**src/hw/rtl/slce_pkg.sv**
```systemverilog
package slce_pkg;

    // Defaults for the top-level parameters
    localparam int MAX_LEDS_DEF    = 1024;
    localparam int QUEUE_DEPTH_DEF = 2;

    // Field widths
    localparam int SLOT_BITS  = 24;
    localparam int COLOR_W    = 24;
    localparam int INDEX_W    = 10;
    localparam int COUNT_W    = 11;
    localparam int RSLOT_W    = 10;
    localparam int CMP_W      = 8;
    localparam int BIT_CNT_W  = 5;
    localparam int CFG_ADDR_W = 2;
    localparam int CFG_DATA_W = 11;

    localparam logic [BIT_CNT_W-1:0] LAST_BIT = BIT_CNT_W'(SLOT_BITS - 1);

    // Register indexes on the configuration port
    localparam logic [CFG_ADDR_W-1:0] REG_LED_COUNT   = 2'd0;
    localparam logic [CFG_ADDR_W-1:0] REG_RESET_SLOTS = 2'd1;
    localparam logic [CFG_ADDR_W-1:0] REG_ZERO_COUNT  = 2'd2;
    localparam logic [CFG_ADDR_W-1:0] REG_ONE_COUNT   = 2'd3;

    // Register reset values
    localparam logic [COUNT_W-1:0] LED_COUNT_RST   = 11'd0;
    localparam logic [RSLOT_W-1:0] RESET_SLOTS_RST = 10'd240;
    localparam logic [CMP_W-1:0]   ZERO_COUNT_RST  = 8'd7;
    localparam logic [CMP_W-1:0]   ONE_COUNT_RST   = 8'd14;

    // Request kinds
    localparam logic REQ_WRITE = 1'b0;
    localparam logic REQ_SLOT  = 1'b1;

    typedef struct packed {
        logic [COUNT_W-1:0] led_count;
        logic [RSLOT_W-1:0] reset_slots;
        logic [CMP_W-1:0]   zero_count;
        logic [CMP_W-1:0]   one_count;
    } cfg_t;

    // One slot as handed from the front end to the bit serialiser
    typedef struct packed {
        logic [COLOR_W-1:0] word;
        logic               idle;
    } slot_t;

endpackage

```
**src/hw/rtl/slce_queue.sv**
```systemverilog
module slce_queue #(
    parameter int DEPTH = slce_pkg::QUEUE_DEPTH_DEF
) (
    input  logic            clk,
    input  logic            rst_n,
    input  logic            push,
    input  slce_pkg::slot_t push_data,
    output logic            full,
    input  logic            pop,
    output logic            pop_valid,
    output slce_pkg::slot_t pop_data
);

    localparam int PW = (DEPTH > 1) ? $clog2(DEPTH) : 1;
    localparam int CW = $clog2(DEPTH + 1);
    localparam logic [PW-1:0] LAST_PTR = PW'(DEPTH - 1);
    localparam logic [CW-1:0] FULL_CNT = CW'(DEPTH);

    slce_pkg::slot_t entry_reg [DEPTH];
    logic [PW-1:0]   wr_ptr_reg;
    logic [PW-1:0]   rd_ptr_reg;
    logic [CW-1:0]   cnt_reg;

    assign full      = cnt_reg == FULL_CNT;
    assign pop_valid = cnt_reg != '0;
    assign pop_data  = entry_reg[rd_ptr_reg];

    always_ff @(posedge clk)
    begin
        if (push)
        begin
            entry_reg[wr_ptr_reg] <= push_data;
        end
    end

    always_ff @(posedge clk or negedge rst_n)
    begin
        if (!rst_n)
        begin
            wr_ptr_reg <= '0;
            rd_ptr_reg <= '0;
            cnt_reg    <= '0;
        end
        else
        begin
            if (push)
            begin
                wr_ptr_reg <= (wr_ptr_reg == LAST_PTR) ? '0 : wr_ptr_reg + 1'b1;
            end
            if (pop)
            begin
                rd_ptr_reg <= (rd_ptr_reg == LAST_PTR) ? '0 : rd_ptr_reg + 1'b1;
            end
            if (push && !pop)
            begin
                cnt_reg <= cnt_reg + 1'b1;
            end
            else if (pop && !push)
            begin
                cnt_reg <= cnt_reg - 1'b1;
            end
        end
    end

endmodule

```
**config.mk**
```make
export PLATFORM = sky130hd
export DESIGN_NAME = slce_queue
export DESIGN_NICKNAME = d
export VERILOG_FILES = /design/src/hw/rtl/slce_pkg.sv /design/src/hw/rtl/slce_queue.sv
export SDC_FILE = /design/constraint.sdc
export NUM_CORES = 1
export LEC_CHECK = 0
export CORE_MARGIN = 10
export CORE_UTILIZATION = 45
export DETAILED_ROUTE_END_ITERATION = 8
export DONT_BUFFER_PORTS = 1
export PLACE_DENSITY_LB_ADDON = 0.2
export SYNTH_ARGS = -nofsm -noshare
export SYNTH_HDL_FRONTEND = slang
export SYNTH_SLANG_ARGS = --single-unit
export TNS_END_PERCENT = 20
```
**constraint.sdc**
```tcl
create_clock -name clk -period 2.1 [get_ports clk]
set_input_delay 0.42 -clock clk [delete_from_list [all_inputs] [get_ports clk]]
set_output_delay 0.42 -clock clk [all_outputs]
set_load 0.01 [all_outputs]
```
Yosys cells after proc, flatten, opt, wreduce, memory -nomap -nowiden
Memory sizes are Yosys's and may differ from the RTL's.
Index checks and enable logic that the tools add are counted.
- word-level logic and storage cells: 21
- RAM bits: 50
- input port bits: 29
- register bits: 4
- memories: 1
- output and inout port bits: 27
- memory list (memory ; depth ; bits a word ; rd ports ; clocked after memory_dff ; wr ports ; RTL line ; text):
    entry_reg ; 2 ; 25 ; 1 ; 0 ; 1 ; slce_queue.sv:19 ; slce_pkg::slot_t entry_reg [DEPTH];
- multiplexer cells: 6
- add/subtract/negate cells: 4
- reduce and logical (&&, ||, !) cells: 6
- eq/ne operators: 1
- operator list (cell ; number):
    1-bit 2-to-1 mux ; 4
    2-bit 2-to-1 mux ; 2
    2-bit nonzero test ; 2
    1-bit adder, second input constant ; 2
    2-bit by 1-bit adder with 2-bit output, second input constant ; 1
    2-bit == test, second input constant ; 1
    1-bit logical AND ; 2
    1-bit zero test ; 2
    2-bit by 1-bit subtractor with 2-bit output, second input constant ; 1

Depth between registers and ports, before layout
- depth in word-level cells: 4
- gate-level depth with buffers: 5
- mapped depth without buffers: 5

Worst setup path before layout
No wires, ideal clock.
- path kind: input port to flip-flop
- start point: input port push
- end point: memory entry_reg[0][0] (netlist name) (enable)
- data required time: 1.690 ns
- path slack: 0.122 ns
- library setup time: 0.410 ns
- arrival: 1.569 ns
- cell stages on the path: 1
- path buffers: 0
- cell sequence: nor2b_1
- cells in the longest elaborated chain, start to end: 2
- ends and longest elaborated chain (element ; RTL line ; text):
    start: declaration ; slce_queue.sv:6 ; input logic push,
    1-bit 2-to-1 mux ; slce_queue.sv:30 ; if (push)
    1-bit 2-to-1 mux (implied by the code) ; slce_queue.sv:32 ; entry_reg[wr_ptr_reg] <= push_data;
    end: declaration ; slce_queue.sv:19 ;
No other way between the ends.

==> run summary <==
Status -> finished, final reports clean
Setup ws final -> 0.243 ns
Max-slew headroom -> 0.678
Post-Place Cell Area -> 2170 um2
CTS buffer count -> 5
Post-DRT Antenna Nets -> 0
DR vias/cell -> 5.23
Htree depth -> 2
Setup bufs post-CTS -> 0
CTS tree -> yes
# setup viols final -> 0
Worst vdd ir -> 0.688 mV
Critical path fanouts, max -> 23
Least-Margin Pin Slew -> 0.480 ns
CP Launch Type -> flop
Worst Setup Path Type -> reg -> out
Die Footprint -> 7780 um2
Max reg flops -> 50
# rows -> 24
Placement Setup Slack -> 0.575 ns
I/O pin count -> 56
Worst-case reg-to-reg path depth -> 2
Yosys cell types -> 14
Vias -> 811
Fin crit period -> 1.86 ns
Die height -> 88.2 um
Leakage power total -> 0.831 nW
WL per Instance -> 21.8 um
Sequential element share of the synthesized area -> 0.765
DIE WIDTH -> 88.2 um
Critical path required time -> 1.68 ns
Worst path arrival time -> 1.44 ns
Max Slew Vio Count -> 0
Layout cells sized above 1 -> 0.369
CP endpoint kind -> primary output
Port Buffer Count -> 0
Crit path cell chain -> buf_12, mux2_2
Setup_tns -> 0 ns
RSZ-0062 raised after global routing -> no
Final instance area -> 2300 um2
Core box area -> 4440 um2
Gp weighted congestion -> 0.617
Total Routing Usage GR -> 0.0885
Syn Nets -> 124
Area Growth Syn to Fin -> 9.68%
Avg Synthesized Cell Area -> 22.3 um2
Drt drc -> 0
Syn Inst Count -> 94
Vias in the first global route -> 895
Fmax -> 538 MHz
Post-Syn Area -> 2090 um2
HP Class -> in -> reg
Synthesis warning total -> 0
Critical path depth in cells -> 2
Yosys reg bits -> 54
DRT Pass-1 Iters -> 4
Sink Count -> 54
Nets -> 132
CP top delay family -> flip-flops
Total wire length -> 3380 um
Initial Util -> 0.471
Period Utilization, post-route -> 0.884
Initial antenna violation count -> 0
Setup Skew -> 0.0133 ns
Diode count -> 0
Pin count of the biggest net entering global routing -> 24
1st-iter DRT viols -> 41
CP max stage cell -> dfrtp_1
Max clock buf depth -> 2
Buf/Inv on CP -> 1
Hpwl dp -> 2490 um
Root Buffer -> clkbuf_8
CTS Hold Buffers Added -> 1
CP peak stage delay -> 0.49 ns
Clk_lat worst skew -> 0.31 ns
Max-cap viol count -> 0
Clk slew on worst S/H paths -> 0.10 ns
Hold Fails Final Rpt -> 0
Cell Pwr Density -> 1360 nW/um2
Grt total ovfl -> 0
First-pass GRT wire length -> 4890 um
Hold path depth -> 1
Post-CTS Resized -> 0
worst reg2reg max path, stage by stage (launching register included):
cell and delay [ns]:
dfrtp_1 0.41, nor2b_2 0.42, buf_12 0.23
logic make-up (layout without fill, tap and decap cells):
| family | Yosys count | in the layout | share of synthesized area |
|---|---|---|---|
| fa+ha+maj | 1 | 1 | 0.00597 |
| mux | 25 | 25 | 0.168 |
| flops | 54 | 54 | 0.765 |
| simple gates | 5 | 5 | 0.0137 |
| buf+inv | 4 | 13 | 0.0263 |
| xor+xnor | 5 | 5 | 0.0209 |
stage by stage:
step	hold slack (ns)	power, W	cells	utilization
CTS	0.182	0.00317	155	0.517
global route	0.168	0.00327	155	0.517
finish	0.190	0.00312	155	0.517
floorplan	0.124	0.00234	94	-
detailed placement	0.125	0.00248	146	0.488
global placement	0.125	0.00246	146	0.488
placed cells by master, fill, tap and decap left out, drive strengths merged, types with 2 or more instances in the layout:
| cell type | synthesis | layout |
|---|---|---|
| edfxtp | 50 | 50 |
| mux2 | 25 | 25 |
| clkbuf | 0 | 5 |
| xor2 | 4 | 4 |
| dfrtp | 4 | 4 |
| buf | 3 | 3 |
| inv | 1 | 2 |
| nor2b | 2 | 2 |
synth_stat cells, drive strengths merged:
library cell | n | area, um2
and2 | 1 | 6.26
mux2 | 25 | 353
nor2 | 1 | 3.75
buf | 3 | 51.3
or2 | 1 | 6.26
ha | 1 | 12.5
xnor2 | 1 | 8.76
inv | 1 | 3.75
dfrtp | 4 | 100
edfxtp | 50 | 1500
nor2b | 2 | 12.5
xor2 | 4 | 35.0
layer usage:
metal / track usage / vias up / share of wire
li1: - / 372 / -
met4: 0.0352 / 0 / 0.015
met1: 0.0739 / 400 / 0.31
met5: 0 / - / 0
met2: 0.152 / 33 / 0.53
met3: 0.0708 / 6 / 0.14
path summary, 6_finish.rpt:
| check | start | end | slack [ns] |
|---|---|---|---|
| max | rd_ptr_reg | pop_data[5] | 0.24 |
| min | pop | rd_ptr_reg | 0.19 |
| max reg2reg | wr_ptr_reg | entry_reg[0][18] | 0.77 |
| min reg2reg | cnt_reg[1] | cnt_reg[1] | 0.49 |
| max in group asynchronous | rst_n | cnt_reg[0] | 1.55 |
| min in group asynchronous | rst_n | rd_ptr_reg | 0.37 |
cell type report:
type	instances	area, um2
clock buffer	5	68.8
fill	366	2150
sequential	54	1600
multi-input combinational	36	440
timing repair buffer	4	70.1
clock inverter	3	47.5
tap	52	65.1
inverter	1	3.75
where the power goes:
group	switching [W]	leakage, nW	internal (W)
sequential	0.0000894	0.516	0.00143
clock	0.000329	0.0587	0.000361
combinational	0.000458	0.257	0.000445
No activity file was read; power rests on OpenSTA's default activity.
