<file path="src/hw/rtl/slce_pkg.sv">
package slce_pkg;

    // Defaults for the top-level parameters
    localparam int MAX_LEDS_DEF    = 1024;
    localparam int QUEUE_DEPTH_DEF = 2;

    // Field widths
    localparam int SLOT_BITS  = 24;
    localparam int COLOR_W    = 24;
    localparam int INDEX_W    = 10;
    localparam int COUNT_W    = 11;
    localparam int RSLOT_W    = 10;
    localparam int CMP_W      = 8;
    localparam int BIT_CNT_W  = 5;
    localparam int CFG_ADDR_W = 2;
    localparam int CFG_DATA_W = 11;

    localparam logic [BIT_CNT_W-1:0] LAST_BIT = BIT_CNT_W'(SLOT_BITS - 1);

    // Register indexes on the configuration port
    localparam logic [CFG_ADDR_W-1:0] REG_LED_COUNT   = 2'd0;
    localparam logic [CFG_ADDR_W-1:0] REG_RESET_SLOTS = 2'd1;
    localparam logic [CFG_ADDR_W-1:0] REG_ZERO_COUNT  = 2'd2;
    localparam logic [CFG_ADDR_W-1:0] REG_ONE_COUNT   = 2'd3;

    // Register reset values
    localparam logic [COUNT_W-1:0] LED_COUNT_RST   = 11'd0;
    localparam logic [RSLOT_W-1:0] RESET_SLOTS_RST = 10'd240;
    localparam logic [CMP_W-1:0]   ZERO_COUNT_RST  = 8'd7;
    localparam logic [CMP_W-1:0]   ONE_COUNT_RST   = 8'd14;

    // Request kinds
    localparam logic REQ_WRITE = 1'b0;
    localparam logic REQ_SLOT  = 1'b1;

    typedef struct packed {
        logic [COUNT_W-1:0] led_count;
        logic [RSLOT_W-1:0] reset_slots;
        logic [CMP_W-1:0]   zero_count;
        logic [CMP_W-1:0]   one_count;
    } cfg_t;

    // One slot as handed from the front end to the bit serialiser
    typedef struct packed {
        logic [COLOR_W-1:0] word;
        logic               idle;
    } slot_t;

endpackage

</file>
<file path="src/hw/rtl/slce_back.sv">
module slce_back (
    input  logic                       clk,
    input  logic                       rst_n,
    input  slce_pkg::cfg_t             cfg,
    input  logic                       q_valid,
    input  slce_pkg::slot_t            q_data,
    output logic                       pop,
    output logic                       out_valid,
    input  logic                       out_ready,
    output logic [slce_pkg::CMP_W-1:0] out_value,
    output logic                       out_idle,
    output logic                       out_last
);

    logic                         cur_valid_reg;
    logic [slce_pkg::COLOR_W-1:0] cur_word_reg;
    logic                         cur_idle_reg;
    logic [slce_pkg::BIT_CNT_W-1:0] bit_cnt_reg;

    logic                       m_valid_reg;
    logic [slce_pkg::CMP_W-1:0] m_value_reg;
    logic                       m_idle_reg;
    logic                       m_last_reg;

    logic emit;
    logic last_bit;

    assign emit     = cur_valid_reg && (!m_valid_reg || out_ready);
    assign last_bit = bit_cnt_reg == slce_pkg::LAST_BIT;
    assign pop      = q_valid && (!cur_valid_reg || (emit && last_bit));

    assign out_valid = m_valid_reg;
    assign out_value = m_value_reg;
    assign out_idle  = m_idle_reg;
    assign out_last  = m_last_reg;

    always_ff @(posedge clk or negedge rst_n)
    begin
        if (!rst_n)
        begin
            cur_valid_reg <= 1'b0;
            bit_cnt_reg   <= '0;
            m_valid_reg   <= 1'b0;
        end
        else
        begin
            if (pop)
            begin
                cur_valid_reg <= 1'b1;
                bit_cnt_reg   <= '0;
            end
            else if (emit)
            begin
                bit_cnt_reg <= bit_cnt_reg + 1'b1;
                if (last_bit)
                begin
                    cur_valid_reg <= 1'b0;
                end
            end
            if (emit)
            begin
                m_valid_reg <= 1'b1;
            end
            else if (out_ready)
            begin
                m_valid_reg <= 1'b0;
            end
        end
    end

    always_ff @(posedge clk)
    begin
        if (pop)
        begin
            cur_word_reg <= q_data.word;
            cur_idle_reg <= q_data.idle;
        end
        else if (emit)
        begin
            cur_word_reg <= {cur_word_reg[slce_pkg::COLOR_W-2:0], 1'b0};
        end
        if (emit)
        begin
            if (cur_idle_reg)
            begin
                m_value_reg <= '0;
            end
            else
            begin
                m_value_reg <= cur_word_reg[slce_pkg::COLOR_W-1] ? cfg.one_count
                                                                 : cfg.zero_count;
            end
            m_idle_reg <= cur_idle_reg;
            m_last_reg <= last_bit;
        end
    end

endmodule

</file>
<file path="config.mk">
export PLATFORM = sky130hd
export DESIGN_NAME = slce_back
export DESIGN_NICKNAME = d
export VERILOG_FILES = /design/src/hw/rtl/slce_pkg.sv /design/src/hw/rtl/slce_back.sv
export SDC_FILE = /design/constraint.sdc
export NUM_CORES = 1
export LEC_CHECK = 0
export BUFFER_PORTS_ARGS = -buffer_cell sky130_fd_sc_hd__buf_4
export CAP_MARGIN = 30
export CORE_UTILIZATION = 40
export CTS_BUF_LIST = sky130_fd_sc_hd__clkbuf_4
export DETAILED_ROUTE_END_ITERATION = 10
export PLACE_DENSITY = 0.71
export SLEW_MARGIN = 20
export SYNTH_ARGS = -nofsm -noshare
export SYNTH_HDL_FRONTEND = slang
export SYNTH_SLANG_ARGS = --single-unit
</file>
<file path="constraint.sdc">
create_clock -name clk -period 2.3 [get_ports clk]
set_input_delay 0.46 -clock clk [delete_from_list [all_inputs] [get_ports clk]]
set_output_delay 0.46 -clock clk [all_outputs]
set_load 0.02 [all_outputs]
</file>
* Yosys cells after proc, flatten, opt, wreduce, memory -nomap -nowiden *
Cells that the tools add are included.

storage, ports and cells
  flip-flop bits (word level) = 42
  bits in latches = 0
  RAM bits = 0
  ROM bits = 0
  input bits = 66
  output and inout bits = 12
  logic and storage cells = 31
  memories = 0

operators by class
  $add $sub $neg = 1
  $mul = 0
  divide/modulo/power cells = 0
  magnitude comparators = 0
  equal/unequal tests = 1
  shifts and indexed selects = 0
  mux-type cells = 10
  bitwise logic cells = 0
  reduce and logical (&&, ||, !) cells = 11

operators with widths
  kind                                         number
  two-way mux 24 bit                           2
  two-way mux 5 bit                            2
  two-way mux 8 bit                            1
  nonzero test 2 bit                           3
  adder 5 x 1 -> 5 bit, second input constant  1
  == test 5 bit, second input constant         1
  two-way mux 1 bit                            5
  logical AND 1 bit                            3
  logical NOT 1 bit                            2
  logical OR 1 bit                             2
  AND reduction 2 bit                          1

* Longest topological paths before layout *
  depth after elaboration = 8
  mapped depth = 7
  gate-level depth less buffers = 6

* Worst setup path after synthesis *
Ideal clock, no wire load.

  kind = register -> register
  start = reg cur_valid_reg
  end = reg cur_word_reg[0] (netlist bit) (enable)
  library setup time = 413 ps
  arrival = 1,927 ps
  data required time = 1,887 ps
  slack = -40 ps
  stages on the path, launching flop included = 4
  cell sequence = dfrtp_1 clkbuf_1 nor2_1 a21oi_1

between the ends
  longest elaborated chain between the ends = 5

RTL lines
  element                         line             source
  start, declared                 slce_back.sv:15  logic cur_valid_reg;
  start signal, assigned          slce_back.sv:41  cur_valid_reg <= 1'b0;
  start signal, assigned          slce_back.sv:49  cur_valid_reg <= 1'b1;
  start signal, assigned          slce_back.sv:57  cur_valid_reg <= 1'b0;
  logical AND 1 bit               slce_back.sv:28  assign emit = cur_valid_reg && (!m_valid_reg || out_ready);
  logical AND 1 bit               slce_back.sv:30  assign pop = q_valid && (!cur_valid_reg || (emit && last_bit));
  logical OR 1 bit                slce_back.sv:30
  logical AND 1 bit               slce_back.sv:30
  nonzero test 2 bit (no line) *  -
  end signal, assigned            slce_back.sv:75  cur_word_reg <= q_data.word;
  end signal, assigned            slce_back.sv:80  cur_word_reg <= {cur_word_reg[slce_pkg::COLOR_W-2:0], 1'b0};
  end, declared                   slce_back.sv:16  logic [slce_pkg::COLOR_W-1:0] cur_word_reg;

Mark *: on every way between the ends. The rest lies on a longest branch, timed or not.
A chain may end at the register's enable or synchronous reset.

* Worst setup path in the final report *
  start = reg bit_cnt_reg[0] (netlist bit)
  end = out pop

between the ends
  longest elaborated chain between the ends = 4

RTL lines
  element                 line             source
  start, declared         slce_back.sv:18  logic [slce_pkg::BIT_CNT_W-1:0] bit_cnt_reg;
  start signal, assigned  slce_back.sv:54  bit_cnt_reg <= bit_cnt_reg + 1'b1;
  == test 5 bit           slce_back.sv:29  assign last_bit = bit_cnt_reg == slce_pkg::LAST_BIT;
  logical AND 1 bit       slce_back.sv:30
  logical OR 1 bit        slce_back.sv:30
  logical AND 1 bit       slce_back.sv:30
  end, declared           slce_back.sv:7   output logic pop,

Every way passes these cells.

==> results.json <==
{
  "r2r-start": "bit_cnt_reg[0]",
  "power.density_mw_per_mm2": 907,
  "grt_pass1_vias": 1297,
  "diodes": 0,
  "antenna_found_initial": 0,
  "drcViolationCount": 0,
  "syn-instance-count": 124,
  "fin_crit_ps": 2150,
  "die_height_um": 71.8,
  "peakVddDrop_mv": 0.406,
  "whs_path_depth": 1,
  "cts.sinks": 42,
  "grt_pass1_wl_um": 5970,
  "cts_made_buffers": 5,
  "ys_types": 29,
  "start_util_pct": 41.6,
  "fin_nets": 257,
  "worstSetupEndpoint": "pop",
  "synth_edf_count": 35,
  "max_freq_mhz": 464,
  "r2r-end": "cur_word_reg[17]",
  "ant_nets": 0,
  "ys_ff_latch": 42,
  "avgViaCountPerCell": 5.08,
  "clkLatencyLatePin_ps": 340,
  "hold_violations": 0,
  "ys_seq_area_share_pct": 62.9,
  "cp-end-kind": "primary output",
  "dp_hpwl_um": 2560,
  "clk_pin_slew_ps": 110,
  "vias": 1244,
  "setup-tns-final_ps": 0,
  "avgSynthCellArea_um2": 15.7,
  "grt-ovfl-total": 0,
  "core_mm2": 0.00469,
  "io_buffers": 56,
  "io_pins": 78,
  "tightest_slew_ps": 566,
  "row_count": 25,
  "cp-start-kind": "register",
  "synthArstFlopShare_pct": 16.7,
  "largest_reg_flops": 24,
  "synth_area_mm2": 0.00195,
  "groute.usage.overall_pct": 15.4,
  "cp-startpoint": "bit_cnt_reg[0]",
  "syn_nets": 191,
  "synth_warnings": 0,
  "cts_root_buf": "clkbuf_4",
  "finalWeightedCongestion": 0.721,
  "area_growth_pct": 31.0,
  "dr.pass1.iters": 6,
  "design_area_mm2": 0.00256,
  "cts_tree": "built",
  "rsz0062_at_grt": "no",
  "drv_cap": 0,
  "placed_area_mm2": 0.00243,
  "layout-drive-gt1-share_pct": 52.4,
  "setup_viol": 0,
  "dp_cells": 232,
  "slew_headroom_pct": 62.3,
  "cp_max_fo": 5,
  "htree_levels": 2,
  "die_area_mm2": 0.00516,
  "wire_per_inst_um": 14.7,
  "p_leak_uw": 0.00115,
  "drtIter0Drc": 83,
  "final-max-slew-violation-count": 0,
  "ff2ff_setup_slack_ps": 350,
  "cts_buffer_depth": 2,
  "worst_clock_skew_ps": 10.4,
  "min_path_type": "in2reg",
  "wl_um": 3600,
  "cp.required_ps": 1840,
  "synth_top_flop_cell": "edfxtp_1",
  "period_share_pct": 93.7,
  "final_cells": 245,
  "status": "completed",
  "arrival_ps": 1690,
  "reg2regPathDepth": 6,
  "nFillCells": 409,
  "worst-setup-path-type": "reg2out",
  "grt_max_degree": 25,
  "die_w_um": 71.8
}
cell usage in the layout, fill, tap and decap left out, types with 2 or more instances in the layout:
cell      synthesis  layout
dfrtp_1           7       7
mux2_2            4       4
clkbuf_4          0       7
nor2_1           11      11
nand2b_1          3       3
nand2_1           5       5
inv_1             3       3
edfxtp_1         35      35
mux2_4           19      19
buf_4             0      63
a221oi_1          2       2
a21o_1            2       2
o21ai_0           5       5
mux2i_1           8       8
nor3_1            2       2
final cells by class:
class / instances / area [um2] / area share [%]
inverter: 3 / 11.3 / 0.441
clock buffer: 7 / 52.6 / 2.06
tap: 54 / 67.6 / 2.64
clock inverter: 1 / 30.0 / 1.17
timing repair buffer: 64 / 483 / 18.9
sequential: 42 / 1230 / 48.0
multi-input combinational: 74 / 686 / 26.8
cells by family after synthesis:
family / after synthesis / share of synthesized area [%]
buffers and inverters: 8 / 2.31
XOR/XNOR: 1 / 0.449
AND/OR/NAND/NOR: 27 / 7.12
flip-flops: 42 / 62.9
adder cells (fa/ha/maj): 1 / 0.641
multiplexers: 31 / 21.0
AO/OA/AOI/OAI: 14 / 5.58
what timing repair did:
action                                 in CTS  in global routing
hold buffers                                1                  0
setup endpoints to repair                   1                  1
setup buffers                               1                  3
endpoints found under the hold margin       7                  0
pin swaps                                   0                  1
resized for setup                           0                  1
power breakdown:
group / switching, uW / internal, uW / leakage [uW]
logic: 298 / 394 / 0.000685
clock network: 221 / 254 / 0.0000463
registers: 100 / 1050 / 0.000422
stage by stage:
step	hold WS (ps)	utilization, %	total power, uW	worst slack, ps
floorplan	164	-	1610	419
global placement	276	51.8	1770	295
detailed placement	275	51.8	1820	230
CTS	272	53.9	2320	20.2
global route	258	54.5	2450	9.87
finish	289	54.5	2320	146
layer usage:
| metal | wire length, um | GRT usage, % |
|---|---|---|
| met1 | 1530 | 19.6 |
| met2 | 1750 | 24.7 |
| met3 | 260 | 4.92 |
| met4 | 66 | 5.45 |
| met5 | 0 | 0 |
cells in the mapped netlist (2+ instances only):
| master | instances | area share [%] |
|---|---|---|
| o21ai_0 | 5 | 1.3 |
| mux2_4 | 19 | 15 |
| inv_1 | 3 | 0.58 |
| dfrtp_1 | 7 | 9.0 |
| nand2b_1 | 3 | 0.96 |
| a21o_1 | 2 | 0.77 |
| a221oi_1 | 2 | 0.90 |
| mux2i_1 | 8 | 4.1 |
| nor2_1 | 11 | 2.1 |
| nand2_1 | 5 | 0.96 |
| buf_6 | 2 | 1.2 |
| clkbuf_1 | 2 | 0.39 |
| mux2_2 | 4 | 2.3 |
| edfxtp_1 | 35 | 54 |
| nor3_1 | 2 | 0.51 |
worst min-delay path by stage:
stage	from	endpoint
final	q_data[0]	cur_idle_reg
after global routing	q_data[0]	cur_idle_reg
after CTS	q_data[0]	cur_idle_reg
after detailed placement	rst_n	bit_cnt_reg[3]
after global placement	rst_n	bit_cnt_reg[3]
after floorplan	rst_n	bit_cnt_reg[0]
critical path, cell delays in order, from the launching register on:
cell and delay (ps):
dfrtp_1 380, ha_2 210, nand2_2 110, o31ai_4 320, nand2_4 80, inv_1 100, buf_4 150
(Power assumes the default switching activity.)
